[config.mk]
export PLATFORM = sky130hd
export DESIGN_NAME = multi_channel_software_timer_core_flat
export DESIGN_NICKNAME = d
export VERILOG_FILES = /design/src/hdl/mcst_pkg.sv /design/src/hdl/mcst_if.sv /design/src/hdl/multi_channel_software_timer_core.sv /design/src/flat_wrapper.sv
export SDC_FILE = /design/constraint.sdc
export NUM_CORES = 1
export LEC_CHECK = 0
export BUFFER_PORTS_ARGS = -buffer_cell sky130_fd_sc_hd__buf_4
export CELL_PAD_IN_SITES_DETAIL_PLACEMENT = 0
export CELL_PAD_IN_SITES_GLOBAL_PLACEMENT = 2
export CORE_MARGIN = 2
export CORE_UTILIZATION = 45
export DETAILED_ROUTE_END_ITERATION = 12
export GPL_TIMING_DRIVEN = 0
export PLACE_DENSITY_LB_ADDON = 0.1
export REMOVE_ABC_BUFFERS = 1
export SLEW_MARGIN = 20
export SYNTH_ARGS = -nofsm -noshare
export SYNTH_HDL_FRONTEND = slang
export SYNTH_SLANG_ARGS = --single-unit
[constraint.sdc]
create_clock -name clk_i -period 4.65 [get_ports clk_i]
set_clock_uncertainty 0.2 [all_clocks]
set_input_delay 0.93 -clock clk_i [delete_from_list [all_inputs] [get_ports clk_i]]
set_output_delay 0.93 -clock clk_i [all_outputs]
set_load 0.01 [all_outputs]
[src/hdl/mcst_pkg.sv]
// ----------------------------------------------------------------------------
// mcst_pkg
// Types and constants shared by the multi-channel software timer files.
// ----------------------------------------------------------------------------
`default_nettype none

package mcst_pkg;

  localparam int unsigned TimerCountDef = 8;
  localparam int unsigned MaxNotices    = 8;
  localparam int unsigned NoticeCntW    = $clog2(MaxNotices + 1);

  localparam int unsigned KindW   = 3;
  localparam int unsigned IndexW  = 8;
  localparam int unsigned PeriodW = 32;

  localparam int unsigned ApbAddrW = 3;
  localparam int unsigned ApbDataW = 32;

  typedef enum logic [KindW-1:0] {
    KIND_TICK       = 3'd0,
    KIND_SERVICE    = 3'd1,
    KIND_CREATE     = 3'd2,
    KIND_START      = 3'd3,
    KIND_STOP       = 3'd4,
    KIND_RESTART    = 3'd5,
    KIND_DELETE     = 3'd6,
    KIND_SET_PERIOD = 3'd7
  } kind_e;

  typedef enum logic [1:0] {
    MODE_STOPPED = 2'd0,
    MODE_RUNNING = 2'd1,
    MODE_EXPIRED = 2'd2
  } mode_e;

  typedef enum logic {
    RES_STATUS = 1'b0,
    RES_NOTICE = 1'b1
  } res_kind_e;

  typedef enum logic {
    REG_DEFERRED = 1'b0
  } reg_index_e;

  typedef enum logic [2:0] {
    S_IDLE,
    S_READ,
    S_EXEC,
    S_FLUSH,
    S_STATUS
  } state_e;

endpackage

`default_nettype wire

[src/hdl/mcst_if.sv]
// ----------------------------------------------------------------------------
// mcst_in_if / mcst_out_if
// Valid/ready channels for timer commands and for timer results.
// ----------------------------------------------------------------------------
`default_nettype none

interface mcst_in_if;
  logic                             valid;
  logic                             ready;
  logic [mcst_pkg::KindW-1:0]       kind;
  logic [mcst_pkg::IndexW-1:0]      timer_index;
  logic [mcst_pkg::PeriodW-1:0]     period_ticks;
  logic                             reload_on_expiry;
  logic                             notify_on_expiry;

  modport source (
    output valid, kind, timer_index, period_ticks, reload_on_expiry, notify_on_expiry,
    input  ready
  );
  modport sink (
    input  valid, kind, timer_index, period_ticks, reload_on_expiry, notify_on_expiry,
    output ready
  );
endinterface

interface mcst_out_if;
  logic                        valid;
  logic                        ready;
  logic                        result_kind;
  logic                        accepted;
  logic [mcst_pkg::IndexW-1:0] slot;
  logic                        last_of_run;

  modport source (
    output valid, result_kind, accepted, slot, last_of_run,
    input  ready
  );
  modport sink (
    input  valid, result_kind, accepted, slot, last_of_run,
    output ready
  );
endinterface

`default_nettype wire

[src/hdl/multi_channel_software_timer_core.sv]
// ----------------------------------------------------------------------------
// multi_channel_software_timer_core
// A bank of countdown timers driven by tick, service and command transactions.
// ----------------------------------------------------------------------------
// A tick or service transaction walks all timers in ascending order; each timer
// gets a period/count memory read, then an update. A create stops at the first
// stopped timer. An addressed command reads its timer, updates it and then
// reports a status; an out-of-range one goes straight to its status. Each
// result waits in an output register, and a receiver that stalls a waiting
// result holds the block. Expiry notices leave in timer order, with last_of_run
// on the final one. The input is ready only while the block is idle.
// ----------------------------------------------------------------------------
`default_nettype none

module multi_channel_software_timer_core #(
  parameter int unsigned NUM_TIMERS = mcst_pkg::TimerCountDef
) (
  input  wire logic                          clk_i,
  input  wire logic                          rst_ni,
  mcst_in_if.sink                            in_i,
  mcst_out_if.source                         out_o,
  input  wire logic                          psel,
  input  wire logic                          penable,
  input  wire logic                          pwrite,
  input  wire logic [mcst_pkg::ApbAddrW-1:0] paddr,
  input  wire logic [mcst_pkg::ApbDataW-1:0] pwdata,
  output logic      [mcst_pkg::ApbDataW-1:0] prdata,
  output logic                               pready
);

  localparam int unsigned IdxW = (NUM_TIMERS > 1) ? $clog2(NUM_TIMERS) : 1;
  localparam logic [IdxW-1:0] TimerLast = IdxW'(NUM_TIMERS - 1);
  localparam int unsigned CntW = mcst_pkg::NoticeCntW;

  mcst_pkg::state_e state_q, state_d;
  mcst_pkg::kind_e  kind_q;
  logic [mcst_pkg::IndexW-1:0]  idx_q;
  logic [mcst_pkg::PeriodW-1:0] per_q;
  logic                         rel_q, ntf_q;

  logic [IdxW-1:0] t_q, t_d;
  logic [CntW-1:0] cnt_q, cnt_d;
  logic            pend_valid_q, pend_valid_d;
  logic [IdxW-1:0] pend_slot_q, pend_slot_d;
  logic            st_acc_q, st_acc_d;
  logic [mcst_pkg::IndexW-1:0] st_slot_q, st_slot_d;
  logic            deferred_q;

  mcst_pkg::mode_e  mode_q [NUM_TIMERS];
  logic [NUM_TIMERS-1:0] reload_q, notify_q, pvalid_q;

  logic [mcst_pkg::PeriodW-1:0] per_mem [NUM_TIMERS];
  logic [mcst_pkg::PeriodW-1:0] rem_mem [NUM_TIMERS];
  logic [mcst_pkg::PeriodW-1:0] per_rd_q, rem_rd_q;

  logic                         mode_we, rem_we, per_we, pv_we, flag_we;
  mcst_pkg::mode_e              mode_wd;
  logic [mcst_pkg::PeriodW-1:0] rem_wd, per_wd;
  logic                         pv_wd, rel_wd, ntf_wd;

  logic                         push_en, push_kind, push_acc, push_last;
  logic [mcst_pkg::IndexW-1:0]  push_slot;
  logic                         out_valid_q, out_kind_q, out_acc_q, out_last_q;
  logic [mcst_pkg::IndexW-1:0]  out_slot_q;

  logic                         accept, can_push, in_range, expire, emit, go;
  mcst_pkg::kind_e              in_kind;
  mcst_pkg::mode_e              cur_mode;
  logic [mcst_pkg::PeriodW-1:0] per_rd, dec;
  logic                         cfg_wr;

  assign in_kind  = mcst_pkg::kind_e'(in_i.kind);
  assign accept   = in_i.valid && in_i.ready;
  assign in_range = {1'b0, in_i.timer_index} < 9'(NUM_TIMERS);
  assign can_push = !out_valid_q || out_o.ready;
  assign cur_mode = mode_q[t_q];
  assign per_rd   = pvalid_q[t_q] ? per_rd_q : '0;
  assign dec      = rem_rd_q - 32'd1;

  assign cfg_wr = psel && penable && pwrite && pready
                  && (paddr[2] == mcst_pkg::REG_DEFERRED);
  assign pready = 1'b1;
  assign prdata = (paddr[2] == mcst_pkg::REG_DEFERRED) ?
                  {{(mcst_pkg::ApbDataW-1){1'b0}}, deferred_q} : '0;

  assign out_o.valid       = out_valid_q;
  assign out_o.result_kind = out_kind_q;
  assign out_o.accepted    = out_acc_q;
  assign out_o.slot        = out_slot_q;
  assign out_o.last_of_run = out_last_q;

  always_comb begin
    state_d      = state_q;
    t_d          = t_q;
    cnt_d        = cnt_q;
    pend_valid_d = pend_valid_q;
    pend_slot_d  = pend_slot_q;
    st_acc_d     = st_acc_q;
    st_slot_d    = st_slot_q;
    in_i.ready   = 1'b0;
    mode_we      = 1'b0;
    mode_wd      = mcst_pkg::MODE_STOPPED;
    rem_we       = 1'b0;
    rem_wd       = '0;
    per_we       = 1'b0;
    per_wd       = per_q;
    pv_we        = 1'b0;
    pv_wd        = 1'b1;
    flag_we      = 1'b0;
    rel_wd       = rel_q;
    ntf_wd       = ntf_q;
    push_en      = 1'b0;
    push_kind    = mcst_pkg::RES_NOTICE;
    push_acc     = 1'b1;
    push_slot    = 8'(pend_slot_q);
    push_last    = 1'b0;
    expire       = 1'b0;
    emit         = 1'b0;
    go           = 1'b1;

    unique case (state_q)
      mcst_pkg::S_IDLE: begin
        in_i.ready = 1'b1;
        if (in_i.valid) begin
          if (in_kind == mcst_pkg::KIND_TICK || in_kind == mcst_pkg::KIND_SERVICE ||
              in_kind == mcst_pkg::KIND_CREATE) begin
            t_d          = '0;
            cnt_d        = '0;
            pend_valid_d = 1'b0;
            state_d      = mcst_pkg::S_READ;
          end else if (!in_range) begin
            st_acc_d  = 1'b0;
            st_slot_d = in_i.timer_index;
            state_d   = mcst_pkg::S_STATUS;
          end else begin
            t_d     = in_i.timer_index[IdxW-1:0];
            state_d = mcst_pkg::S_READ;
          end
        end
      end

      mcst_pkg::S_READ: begin
        state_d = mcst_pkg::S_EXEC;
      end

      mcst_pkg::S_EXEC: begin
        st_slot_d = idx_q;
        state_d   = mcst_pkg::S_STATUS;
        case (kind_q) inside
          mcst_pkg::KIND_TICK, mcst_pkg::KIND_SERVICE: begin
            if (kind_q == mcst_pkg::KIND_TICK && cur_mode == mcst_pkg::MODE_RUNNING) begin
              if (dec != '0) begin
                rem_we = 1'b1;
                rem_wd = dec;
              end else if (deferred_q) begin
                mode_we = 1'b1;
                mode_wd = mcst_pkg::MODE_EXPIRED;
                rem_we  = 1'b1;
              end else begin
                expire = 1'b1;
              end
            end
            if (kind_q == mcst_pkg::KIND_SERVICE && cur_mode == mcst_pkg::MODE_EXPIRED) begin
              expire = 1'b1;
            end
            if (expire) begin
              emit    = notify_q[t_q] && (cnt_q < CntW'(mcst_pkg::MaxNotices));
              mode_we = 1'b1;
              rem_we  = 1'b1;
              if (reload_q[t_q]) begin
                mode_wd = mcst_pkg::MODE_RUNNING;
                rem_wd  = per_rd;
              end
            end
            go = !(emit && pend_valid_q && !can_push);
            if (go) begin
              if (emit) begin
                push_en      = pend_valid_q;
                pend_valid_d = 1'b1;
                pend_slot_d  = t_q;
                cnt_d        = cnt_q + CntW'(1);
              end
              if (t_q == TimerLast) begin
                state_d = mcst_pkg::S_FLUSH;
              end else begin
                t_d     = t_q + IdxW'(1);
                state_d = mcst_pkg::S_READ;
              end
            end else begin
              state_d = mcst_pkg::S_EXEC;
            end
          end
          mcst_pkg::KIND_CREATE: begin
            if (cur_mode == mcst_pkg::MODE_STOPPED) begin
              per_we    = 1'b1;
              pv_we     = 1'b1;
              rem_we    = 1'b1;
              flag_we   = 1'b1;
              st_acc_d  = 1'b1;
              st_slot_d = 8'(t_q);
            end else if (t_q == TimerLast) begin
              st_acc_d  = 1'b0;
              st_slot_d = '0;
            end else begin
              t_d     = t_q + IdxW'(1);
              state_d = mcst_pkg::S_READ;
            end
          end
          mcst_pkg::KIND_START: begin
            st_acc_d = (cur_mode == mcst_pkg::MODE_STOPPED);
            if (cur_mode == mcst_pkg::MODE_STOPPED) begin
              mode_we = 1'b1;
              mode_wd = mcst_pkg::MODE_RUNNING;
              rem_we  = 1'b1;
              rem_wd  = per_rd;
            end
          end
          mcst_pkg::KIND_STOP: begin
            st_acc_d = 1'b1;
            mode_we  = 1'b1;
          end
          mcst_pkg::KIND_RESTART: begin
            st_acc_d = 1'b1;
            mode_we  = 1'b1;
            mode_wd  = mcst_pkg::MODE_RUNNING;
            rem_we   = 1'b1;
            rem_wd   = per_rd;
          end
          mcst_pkg::KIND_DELETE: begin
            st_acc_d = 1'b1;
            mode_we  = 1'b1;
            rem_we   = 1'b1;
            pv_we    = 1'b1;
            pv_wd    = 1'b0;
            flag_we  = 1'b1;
            rel_wd   = 1'b0;
            ntf_wd   = 1'b0;
          end
          default: begin
            st_acc_d = (per_q != '0);
            if (per_q != '0) begin
              per_we = 1'b1;
              pv_we  = 1'b1;
              if (cur_mode == mcst_pkg::MODE_RUNNING) begin
                rem_we = 1'b1;
                rem_wd = per_q;
              end
            end
          end
        endcase
        if (!go) begin
          mode_we = 1'b0;
          rem_we  = 1'b0;
        end
      end

      mcst_pkg::S_FLUSH: begin
        if (!pend_valid_q) begin
          state_d = mcst_pkg::S_IDLE;
        end else if (can_push) begin
          push_en      = 1'b1;
          push_last    = 1'b1;
          pend_valid_d = 1'b0;
          state_d      = mcst_pkg::S_IDLE;
        end
      end

      mcst_pkg::S_STATUS: begin
        if (can_push) begin
          push_en   = 1'b1;
          push_kind = mcst_pkg::RES_STATUS;
          push_acc  = st_acc_q;
          push_slot = st_slot_q;
          push_last = 1'b1;
          state_d   = mcst_pkg::S_IDLE;
        end
      end

      default: begin
        state_d = mcst_pkg::S_IDLE;
      end
    endcase
  end

  always_ff @(posedge clk_i or negedge rst_ni) begin
    if (!rst_ni) begin
      state_q      <= mcst_pkg::S_IDLE;
      t_q          <= '0;
      cnt_q        <= '0;
      pend_valid_q <= 1'b0;
      out_valid_q  <= 1'b0;
      deferred_q   <= 1'b0;
      reload_q     <= '0;
      notify_q     <= '0;
      pvalid_q     <= '0;
      for (int i = 0; i < NUM_TIMERS; i++) begin
        mode_q[i] <= mcst_pkg::MODE_STOPPED;
      end
    end else begin
      state_q      <= state_d;
      t_q          <= t_d;
      cnt_q        <= cnt_d;
      pend_valid_q <= pend_valid_d;
      if (cfg_wr) begin
        deferred_q <= pwdata[0];
      end
      if (mode_we) begin
        mode_q[t_q] <= mode_wd;
      end
      if (pv_we) begin
        pvalid_q[t_q] <= pv_wd;
      end
      if (flag_we) begin
        reload_q[t_q] <= rel_wd;
        notify_q[t_q] <= ntf_wd;
      end
      if (push_en) begin
        out_valid_q <= 1'b1;
      end else if (out_o.ready) begin
        out_valid_q <= 1'b0;
      end
    end
  end

  always_ff @(posedge clk_i) begin
    if (accept) begin
      kind_q <= in_kind;
      idx_q  <= in_i.timer_index;
      per_q  <= in_i.period_ticks;
      rel_q  <= in_i.reload_on_expiry;
      ntf_q  <= in_i.notify_on_expiry;
    end
    pend_slot_q <= pend_slot_d;
    st_acc_q    <= st_acc_d;
    st_slot_q   <= st_slot_d;
    if (push_en) begin
      out_kind_q <= push_kind;
      out_acc_q  <= push_acc;
      out_slot_q <= push_slot;
      out_last_q <= push_last;
    end
  end

  always_ff @(posedge clk_i) begin
    if (per_we) begin
      per_mem[t_q] <= per_wd;
    end
    per_rd_q <= per_mem[t_q];
  end

  always_ff @(posedge clk_i) begin
    if (rem_we) begin
      rem_mem[t_q] <= rem_wd;
    end
    rem_rd_q <= rem_mem[t_q];
  end

endmodule

`default_nettype wire
[src/flat_wrapper.sv]
// flat-port wrapper written by rule: the top's interface ports become plain ports
module multi_channel_software_timer_core_flat 
#(
  parameter int unsigned NUM_TIMERS = mcst_pkg::TimerCountDef
)
  (clk_i, rst_ni, psel, penable, pwrite, paddr, pwdata, prdata, pready, in_i_valid, in_i_kind, in_i_timer_index, in_i_period_ticks, in_i_reload_on_expiry, in_i_notify_on_expiry, in_i_ready, out_o_valid, out_o_result_kind, out_o_accepted, out_o_slot, out_o_last_of_run, out_o_ready);
  mcst_in_if in_i_i ();
  mcst_out_if out_o_i ();
  input  wire logic clk_i;
  input  wire logic rst_ni;
  input  wire logic psel;
  input  wire logic penable;
  input  wire logic pwrite;
  input  wire logic [mcst_pkg::ApbAddrW-1:0] paddr;
  input  wire logic [mcst_pkg::ApbDataW-1:0] pwdata;
  output logic      [mcst_pkg::ApbDataW-1:0] prdata;
  output logic pready;
  input wire logic [$bits(in_i_i.valid)-1:0] in_i_valid;
  input wire logic [$bits(in_i_i.kind)-1:0] in_i_kind;
  input wire logic [$bits(in_i_i.timer_index)-1:0] in_i_timer_index;
  input wire logic [$bits(in_i_i.period_ticks)-1:0] in_i_period_ticks;
  input wire logic [$bits(in_i_i.reload_on_expiry)-1:0] in_i_reload_on_expiry;
  input wire logic [$bits(in_i_i.notify_on_expiry)-1:0] in_i_notify_on_expiry;
  output wire logic [$bits(in_i_i.ready)-1:0] in_i_ready;
  output wire logic [$bits(out_o_i.valid)-1:0] out_o_valid;
  output wire logic [$bits(out_o_i.result_kind)-1:0] out_o_result_kind;
  output wire logic [$bits(out_o_i.accepted)-1:0] out_o_accepted;
  output wire logic [$bits(out_o_i.slot)-1:0] out_o_slot;
  output wire logic [$bits(out_o_i.last_of_run)-1:0] out_o_last_of_run;
  input wire logic [$bits(out_o_i.ready)-1:0] out_o_ready;
  assign in_i_i.valid = in_i_valid;
  assign in_i_i.kind = in_i_kind;
  assign in_i_i.timer_index = in_i_timer_index;
  assign in_i_i.period_ticks = in_i_period_ticks;
  assign in_i_i.reload_on_expiry = in_i_reload_on_expiry;
  assign in_i_i.notify_on_expiry = in_i_notify_on_expiry;
  assign in_i_ready = in_i_i.ready;
  assign out_o_valid = out_o_i.valid;
  assign out_o_result_kind = out_o_i.result_kind;
  assign out_o_accepted = out_o_i.accepted;
  assign out_o_slot = out_o_i.slot;
  assign out_o_last_of_run = out_o_i.last_of_run;
  assign out_o_i.ready = out_o_ready;
  multi_channel_software_timer_core #(.NUM_TIMERS(NUM_TIMERS)) u_core (.clk_i(clk_i), .rst_ni(rst_ni), .in_i(in_i_i), .out_o(out_o_i), .psel(psel), .penable(penable), .pwrite(pwrite), .paddr(paddr), .pwdata(pwdata), .prdata(prdata), .pready(pready));
endmodule
* Yosys cells after proc, flatten, opt, wreduce, memory -nomap -nowiden *
Memory sizes are Yosys's and may differ from the RTL's. A register that Yosys moved wholly into a read port is not among the register bits.
Index checks and enable logic that the tools add are counted.

word-level totals
  word-level logic and storage cells = 301
  output and inout bits = 46
  memory bits (writable) = 512
  memories kept = 2
  register bits after elaboration = 121
  bits of input ports = 87

memory list
  name            depth  bits a word  read ports  clocked after Yosys merged registers in  write ports  line                                     source
  u_core.per_mem  8      32           1           1                                        1            multi_channel_software_timer_core.sv:52  logic [mcst_pkg::PeriodW-1:0] per_mem [NUM_TIMERS];
  u_core.rem_mem  8      32           1           1                                        1            multi_channel_software_timer_core.sv:53  logic [mcst_pkg::PeriodW-1:0] rem_mem [NUM_TIMERS];

operators by class
  eq/ne operators = 28
  bitwise operators = 3
  order comparisons = 6
  add/subtract/negate cells = 3
  multiplexer cells = 195
  reductions and logical operators = 34

operator list
  operator                                              count
  2-to-1 mux 32 bit                                     15
  2-to-1 mux 1 bit                                      116
  nonzero test 32 bit                                   2
  2-to-1 mux 3 bit                                      19
  2-to-1 mux 8 bit                                      7
  subtractor 32 x 1 -> 32 bit (second input constant)   1
  2-to-1 mux 2 bit                                      15
  bitwise mux 8 bit                                     3
  AND reduction 6 bit                                   4
  2-to-1 mux 4 bit                                      5
  bitwise mux 16 bit                                    1
  one-hot mux 8 bit (2 select lines)                    1
  equality test 3 x 2 -> 1 bit (second input constant)  5
  equality test 3 bit (second input constant)           5
  one-hot mux 3 bit (5 select lines)                    1
  != test 2 bit (second input constant)                 6
  logical AND 1 bit                                     11
  binary-select mux 1 bit (select 3 bit)                3
  equality test 3 x 1 -> 1 bit (second input constant)  3
  logical NOT 3 bit                                     3
  < comparator 8 x 4 -> 1 bit (second input constant)   1
  one-hot mux 4 bit (2 select lines)                    1
  AND reduction 4 bit                                   2
  binary-select mux 2 bit (select 3 bit)                1
  other kinds (28)                                      38

* Longest topological paths before layout *
  depth in word-level cells = 22
  depth in mapped cells = 12
  depth with buffers taken out = 10

* Least setup slack after synthesis *
No wires, ideal clock.

  path kind = register to register
  start point = register u_core.rem_rd_q[3] (netlist name) (read register of u_core.rem_mem)
  end point = memory u_core.rem_mem[0][0] (netlist name) (enable)
  data arrival time = 3.675 ns
  stages on the path, launching flop included = 9
  required time = 4.029 ns
  setup slack = 0.354 ns
  setup time = 0.421 ns
  path buffers = 0
  clock period less this slack = 4.296 ns
  path through = dfxtp_1 > nor4_4 > nand3b_2 > nor3_1 > xor2_1 > a2111oi_4 > a31oi_1 > a22oi_1 > nor2_1

between the ends
  longest elaborated chain between the ends = 19
  elaborated cells between the ends (all ways) = 23
  classes of those cells = add/sub (1); mux (18); reduce/logical (4)

ends and longest elaborated chain
  element                                   line                                      source
  from (decl)                               multi_channel_software_timer_core.sv:54   logic [mcst_pkg::PeriodW-1:0] per_rd_q, rem_rd_q;
  subtractor 32 x 1 -> 32 bit *             multi_channel_software_timer_core.sv:78   assign dec = rem_rd_q - 32'd1;
  nonzero test 32 bit *                     multi_channel_software_timer_core.sv:152  if (dec != '0) begin
  2-to-1 mux 1 bit                          multi_channel_software_timer_core.sv:152
  2-to-1 mux 1 bit                          multi_channel_software_timer_core.sv:151  if (kind_q == mcst_pkg::KIND_TICK && cur_mode == mcst_pkg::MODE_RUNNING) begin
  2-to-1 mux 1 bit                          multi_channel_software_timer_core.sv:163  if (kind_q == mcst_pkg::KIND_SERVICE && cur_mode == mcst_pkg::MODE_EXPIRED) begin
  2-to-1 mux 1 bit                          multi_channel_software_timer_core.sv:149  case (kind_q) inside
  2-to-1 mux 1 bit                          multi_channel_software_timer_core.sv:121  unique case (state_q)
  2-to-1 mux 1 bit                          multi_channel_software_timer_core.sv:166  if (expire) begin
  [... 2 more ...]                          --
  logical AND 1 bit (2 in a row)            multi_channel_software_timer_core.sv:175  go = !(emit && pend_valid_q && !can_push);
  logical NOT 1 bit                         multi_channel_software_timer_core.sv:175
  2-to-1 mux 1 bit                          multi_channel_software_timer_core.sv:149
  2-to-1 mux 1 bit                          multi_channel_software_timer_core.sv:121
  2-to-1 mux 1 bit *                        multi_channel_software_timer_core.sv:251  if (!go) begin
  2-to-1 mux 1 bit *                        multi_channel_software_timer_core.sv:121
  2-to-1 mux 1 bit *                        multi_channel_software_timer_core.sv:352  if (rem_we) begin
  2-to-1 mux 1 bit (implied by the code) *  multi_channel_software_timer_core.sv:353  rem_mem[t_q] <= rem_wd;
  to (decl)                                 multi_channel_software_timer_core.sv:53

Mark *: on every way between the ends. The rest lies on a longest branch, timed or not. The select of a mux whose other input is x is not followed.

* Worst setup path after layout *
  start point = register u_core.t_q[0]
  end point = memory u_core.rem_mem[7][10] (netlist name) (enable)

between the ends
  longest elaborated chain between the ends = 22
  elaborated cells between the ends (all ways) = 39
  classes of those cells = eq/ne (2); mux (29); bitwise (1); reduce/logical (7)

ends and longest elaborated chain
  element                                              line                                                                                source
  from (decl)                                          multi_channel_software_timer_core.sv:41                                             logic [IdxW-1:0] t_q, t_d;
  from (signal assigned)                               multi_channel_software_timer_core.sv:301                                            t_q <= t_d;
  NOT 3 -> 4 bit (implied by the code)                 multi_channel_software_timer_core.sv:76                                             assign cur_mode = mode_q[t_q];
  binary-select mux 2 bit (select 3 bit)               multi_channel_software_timer_core.sv:76
  2-to-1 mux 2 bit (implied by the code) (2 in a row)  multi_channel_software_timer_core.sv:76
  equality test 2 x 1 -> 1 bit                         multi_channel_software_timer_core.sv:151, multi_channel_software_timer_core.sv:244
  logical AND 1 bit                                    multi_channel_software_timer_core.sv:151
  2-to-1 mux 1 bit                                     multi_channel_software_timer_core.sv:151
  2-to-1 mux 1 bit                                     multi_channel_software_timer_core.sv:163
  2-to-1 mux 1 bit                                     multi_channel_software_timer_core.sv:149
  [... 4 more ...]                                     --
  logical AND 1 bit (2 in a row)                       multi_channel_software_timer_core.sv:175
  logical NOT 1 bit                                    multi_channel_software_timer_core.sv:175
  2-to-1 mux 1 bit                                     multi_channel_software_timer_core.sv:149
  2-to-1 mux 1 bit                                     multi_channel_software_timer_core.sv:121
  2-to-1 mux 1 bit                                     multi_channel_software_timer_core.sv:251
  2-to-1 mux 1 bit                                     multi_channel_software_timer_core.sv:121
  2-to-1 mux 1 bit                                     multi_channel_software_timer_core.sv:352
  2-to-1 mux 1 bit (implied by the code)               multi_channel_software_timer_core.sv:353

Several ways; a longest one is shown, not always the timed one. The select of a mux whose other input is x is not followed.

==> flow_metrics.py <==
metrics = {
    "synth": {
        "netlist_cell_types": 76,
        "synth_top_area_cell": "sky130_fd_sc_hd__edfxtp_1",
        "seq_area_frac_synth": 0.744,
        "synthMostInstantiatedCell": "sky130_fd_sc_hd__edfxtp_1",
        "post_synth_inst_count": 1776,
        "syn-cell-area_sq_um": 26900,
        "synth.avg_cell_area_sq_um": 15.2,
        "synth-seq-cells": 697,
        "synth_top_area_share": 0.647,
        "synth_top_flop_cell": "sky130_fd_sc_hd__edfxtp_1",
        "synth_top_cells_by_area": "sky130_fd_sc_hd__edfxtp_1, sky130_fd_sc_hd__a22oi_1, sky130_fd_sc_hd__dfrtp_1",
        "synth.cells.most_frequent": "sky130_fd_sc_hd__edfxtp_1, sky130_fd_sc_hd__a22oi_1, sky130_fd_sc_hd__clkbuf_1",
        "synth_enable_flop_cells": 580,
        "yosys_warnings": 0,
        "asyncSetResetFlopFracSynth": 0.0760,
    },
    "setup_path": {
        "cp-start-kind": "flip-flop",
        "internal_reg_to_reg_setup_slack_ns": 0.11,
        "worst_case_reg_to_reg_path_depth": 10,
        "critical_path_arrival_ns": 4.64,
        "crit_required_ns": 4.74,
        "end_kind": "flip-flop",
        "critPathMaxFanout": 27,
        "crit_type": "flip-flop to flip-flop",
    },
    "cts": {
        "worst_setup_hold_path_clk_slew_ns": 0.06,
        "latest_clock_arrival_within_the_worst_skew_pair_ns": 0.61,
        "cts_num_sinks": 697,
        "htree_levels": 3,
        "cts.hold.buffers_added": 0,
        "tritoncts_clock_tree": "built",
        "cts-root-buf": "sky130_fd_sc_hd__clkbuf_16",
        "cts_buffer_depth": 3,
        "cts_buffers": 72,
    },
    "die": {
        "fp.dieH_microns": 249,
        "floorplan.initialDensity": 0.455,
        "placementRows": 89,
        "core_area_sq_um": 59100,
        "die_area_sq_um": 61800,
        "die_width_microns": 249,
        "ioPinCount": 133,
    },
    "cells_and_area": {
        "nFillCells": 4766,
        "flow.area_growth_from_synthesis_pct": 17.5,
        "design.final.nets": 1976,
        "antenna_cells_inserted": 0,
        "final_layout_size_suffix_gt1_frac": 0.182,
        "finalInstanceArea_sq_um": 31600,
    },
    "placed_design": {
        "detailedPlacementHpwl_microns": 45000,
        "pre_cts_ws_ns": -1.35,
        "dpl_cell_area_sq_um": 29000,
        "globalplace.congestion": 0.810,
        "numPortBuffers": 67,
    },
    "timing": {
        "hold_viol": 0,
        "setup_viol": 0,
        "hold-worst-slack_ns": 0.183,
        "postLayoutSetupSlackWorst_ns": 0.110,
        "timing.fmax_mhz": 220,
        "setup_tns_ns": 0,
        "maxSlewViolCount": 0,
        "period_needed_ns": 4.54,
        "max_slew_margin": 0.318,
        "period_share": 0.976,
        "worst_max_slew_pin_slew_ns": 1.02,
        "rsz0062_at_grt": "no",
    },
    "pwr": {
        "powerDensity_nw_per_um2": 554,
        "netSwitchingPower_uw": 5400,
        "p_total_uw": 17500,
        "cellLeakagePower_uw": 0.0108,
        "power.internal_uw": 12100,
        "vdd_drop_max_uv": 391,
        "p_clk_frac": 0.324,
        "pwr-share-seq": 0.478,
        "combinational_share_of_power": 0.198,
        "switching_share": 0.308,
    },
    "grt": {
        "global_route.usage.met1": 0.336,
        "met2_resource_use_gr": 0.369,
        "antenna_found_initial": 1,
        "grt-busiest-layer": "met2",
        "gr-usage-met3": 0.0301,
        "grt_pass1_vias": 15952,
        "grt_pass1_wl_microns": 106000,
        "globalRouteOverflowTotal": 0,
        "gr-usage-all-layers": 0.231,
        "grt_start_max_net_pins": 54,
    },
    "worst_hold_path": {
        "worst_hold_path_class": "input port to asynchronous set/reset pin",
    },
    "outcome": {
        "run_status": "complete, no violations",
    },
    "detailed_routing": {
        "finalWirelength_microns": 71400,
        "per_cell_via_count_in_the_routed_design": 5.94,
        "drt.antenna.violating_nets": 0,
        "first_pass_iters": 7,
        "via_count": 16126,
        "initialDrtViolationCount": 1427,
        "drc_errors": 0,
        "wirelength_per_cell_microns": 26.3,
    },
    "job": {
        "max_cap_viol_count": 0,
    },
}
## path summary, 6_finish.rpt
kind / startpoint / to
setup / recovery: u_core.t_q[0] / u_core.rem_mem[7][10]
hold / removal: rst_ni / u_core.state_q[2]
setup reg to reg: u_core.t_q[0] / u_core.rem_mem[7][10]
hold reg to reg: u_core.per_mem[3][8] / u_core.per_rd_q[8]
max in group asynchronous: rst_ni / u_core.t_q[1]
min in group clk_i: u_core.per_mem[3][8] / u_core.per_rd_q[8]
## metal layers
metal | vias up | share of wire
li1 | 7264 | -
met1 | 8208 | 0.45
met2 | 583 | 0.47
met3 | 71 | 0.060
met4 | 0 | 0.015
met5 | - | 0
## cell families after synthesis
| group | after synthesis | share of synthesized area |
|---|---|---|
| fa+ha+maj | 5 | 0.00232 |
| simple gates | 363 | 0.0720 |
| compound gates | 477 | 0.128 |
| mux | 41 | 0.0183 |
| flops | 697 | 0.744 |
| buf+inv | 167 | 0.0283 |
| xor+xnor | 24 | 0.00781 |
| other cells | 2 | 0.000279 |
## cell usage in the layout (no fill, tap or decap), drive strengths merged, types with 5 or more instances in the layout
master | netlist | final
edfxtp | 580 | 580
a22oi | 281 | 281
buf | 51 | 138
clkbuf | 83 | 93
nand2 | 81 | 81
nand4 | 79 | 79
o21ai | 76 | 76
nor2 | 71 | 71
dfxtp | 64 | 64
dfrtp | 53 | 53
inv | 33 | 37
conb | 2 | 32
mux2 | 32 | 32
a21oi | 30 | 30
clkinv | 0 | 25
nand3 | 22 | 22
nor3 | 21 | 21
a32oi | 19 | 19
a22o | 18 | 18
nor4 | 18 | 18
and2 | 17 | 17
xnor2 | 16 | 16
nor2b | 12 | 12
nand2b | 10 | 10
or3 | 8 | 8
xor2 | 8 | 8
bufinv | 0 | 7
mux2i | 6 | 6
o31ai | 5 | 5
o211ai | 5 | 5
ha | 5 | 5
and3 | 5 | 5
a31oi | 5 | 5
## critical path: stages (launching register included)
cell                      delay (ns)
sky130_fd_sc_hd__dfrtp_2        0.77
sky130_fd_sc_hd__mux4_2         0.59
sky130_fd_sc_hd__mux2i_1        0.51
sky130_fd_sc_hd__nor2_1         0.19
sky130_fd_sc_hd__nand3_1        0.29
sky130_fd_sc_hd__nor3_1         0.10
sky130_fd_sc_hd__a31oi_2        0.41
sky130_fd_sc_hd__a22oi_2        0.13
sky130_fd_sc_hd__buf_12         0.18
sky130_fd_sc_hd__nor2_4         0.53
sky130_fd_sc_hd__buf_12         0.27
## timing repair
item,in CTS,in global routing
endpoints found under the setup margin,785,282
gates resized for setup,46,11
setup buffers,6,10
endpoints found under the hold margin,0,0
pin swaps,5,4
## state kept, by name, summed over array words and instances, names as in the netlist, 3 cells and up
name and cells:
u_core.per_mem 256, u_core.state_q 3, u_core.out_o.slot 8, u_core.rem_rd_q 32, u_core.st_slot_q 8, u_core.per_q 32, u_core.mode_q 16, u_core.rem_mem 256
u_core.idx_q 8, u_core.reload_q 8, u_core.cnt_q 4, u_core.per_rd_q 32, u_core.t_q 3, u_core.pvalid_q 8, u_core.notify_q 8, u_core.pend_slot_q 3
u_core.kind_q 3
## metrics by stage
stage | instances | utilization
final | 2714 | 0.535
after global routing | 2714 | 0.535
after CTS | 2704 | 0.532
after detailed placement | 2567 | 0.490
after global placement | 2512 | 0.471
after floorplan | 1672 | -
## final cells by class
cell class | instances | area, sq um | share of cell area
sequential | 697 | 20000 | 0.633
multi-input combinational | 942 | 6570 | 0.208
clock buffer | 93 | 1950 | 0.0617
timing repair buffer | 138 | 1610 | 0.0510
tap | 773 | 967 | 0.0306
clock inverter | 38 | 383 | 0.0121
inverter | 33 | 126 | 0.00399
## power by group through the flow
stage | sequential [uW] | clock, uW | combinational [uW]
after detailed placement | 8480 | 0 | 3420
after global placement | 8470 | 0 | 2860
final | 8390 | 5690 | 3470
after floorplan | 8100 | 0 | 1900
after global routing | 8460 | 6040 | 3750
after CTS | 8360 | 5790 | 3470
Power figures use the tool's default switching activity.
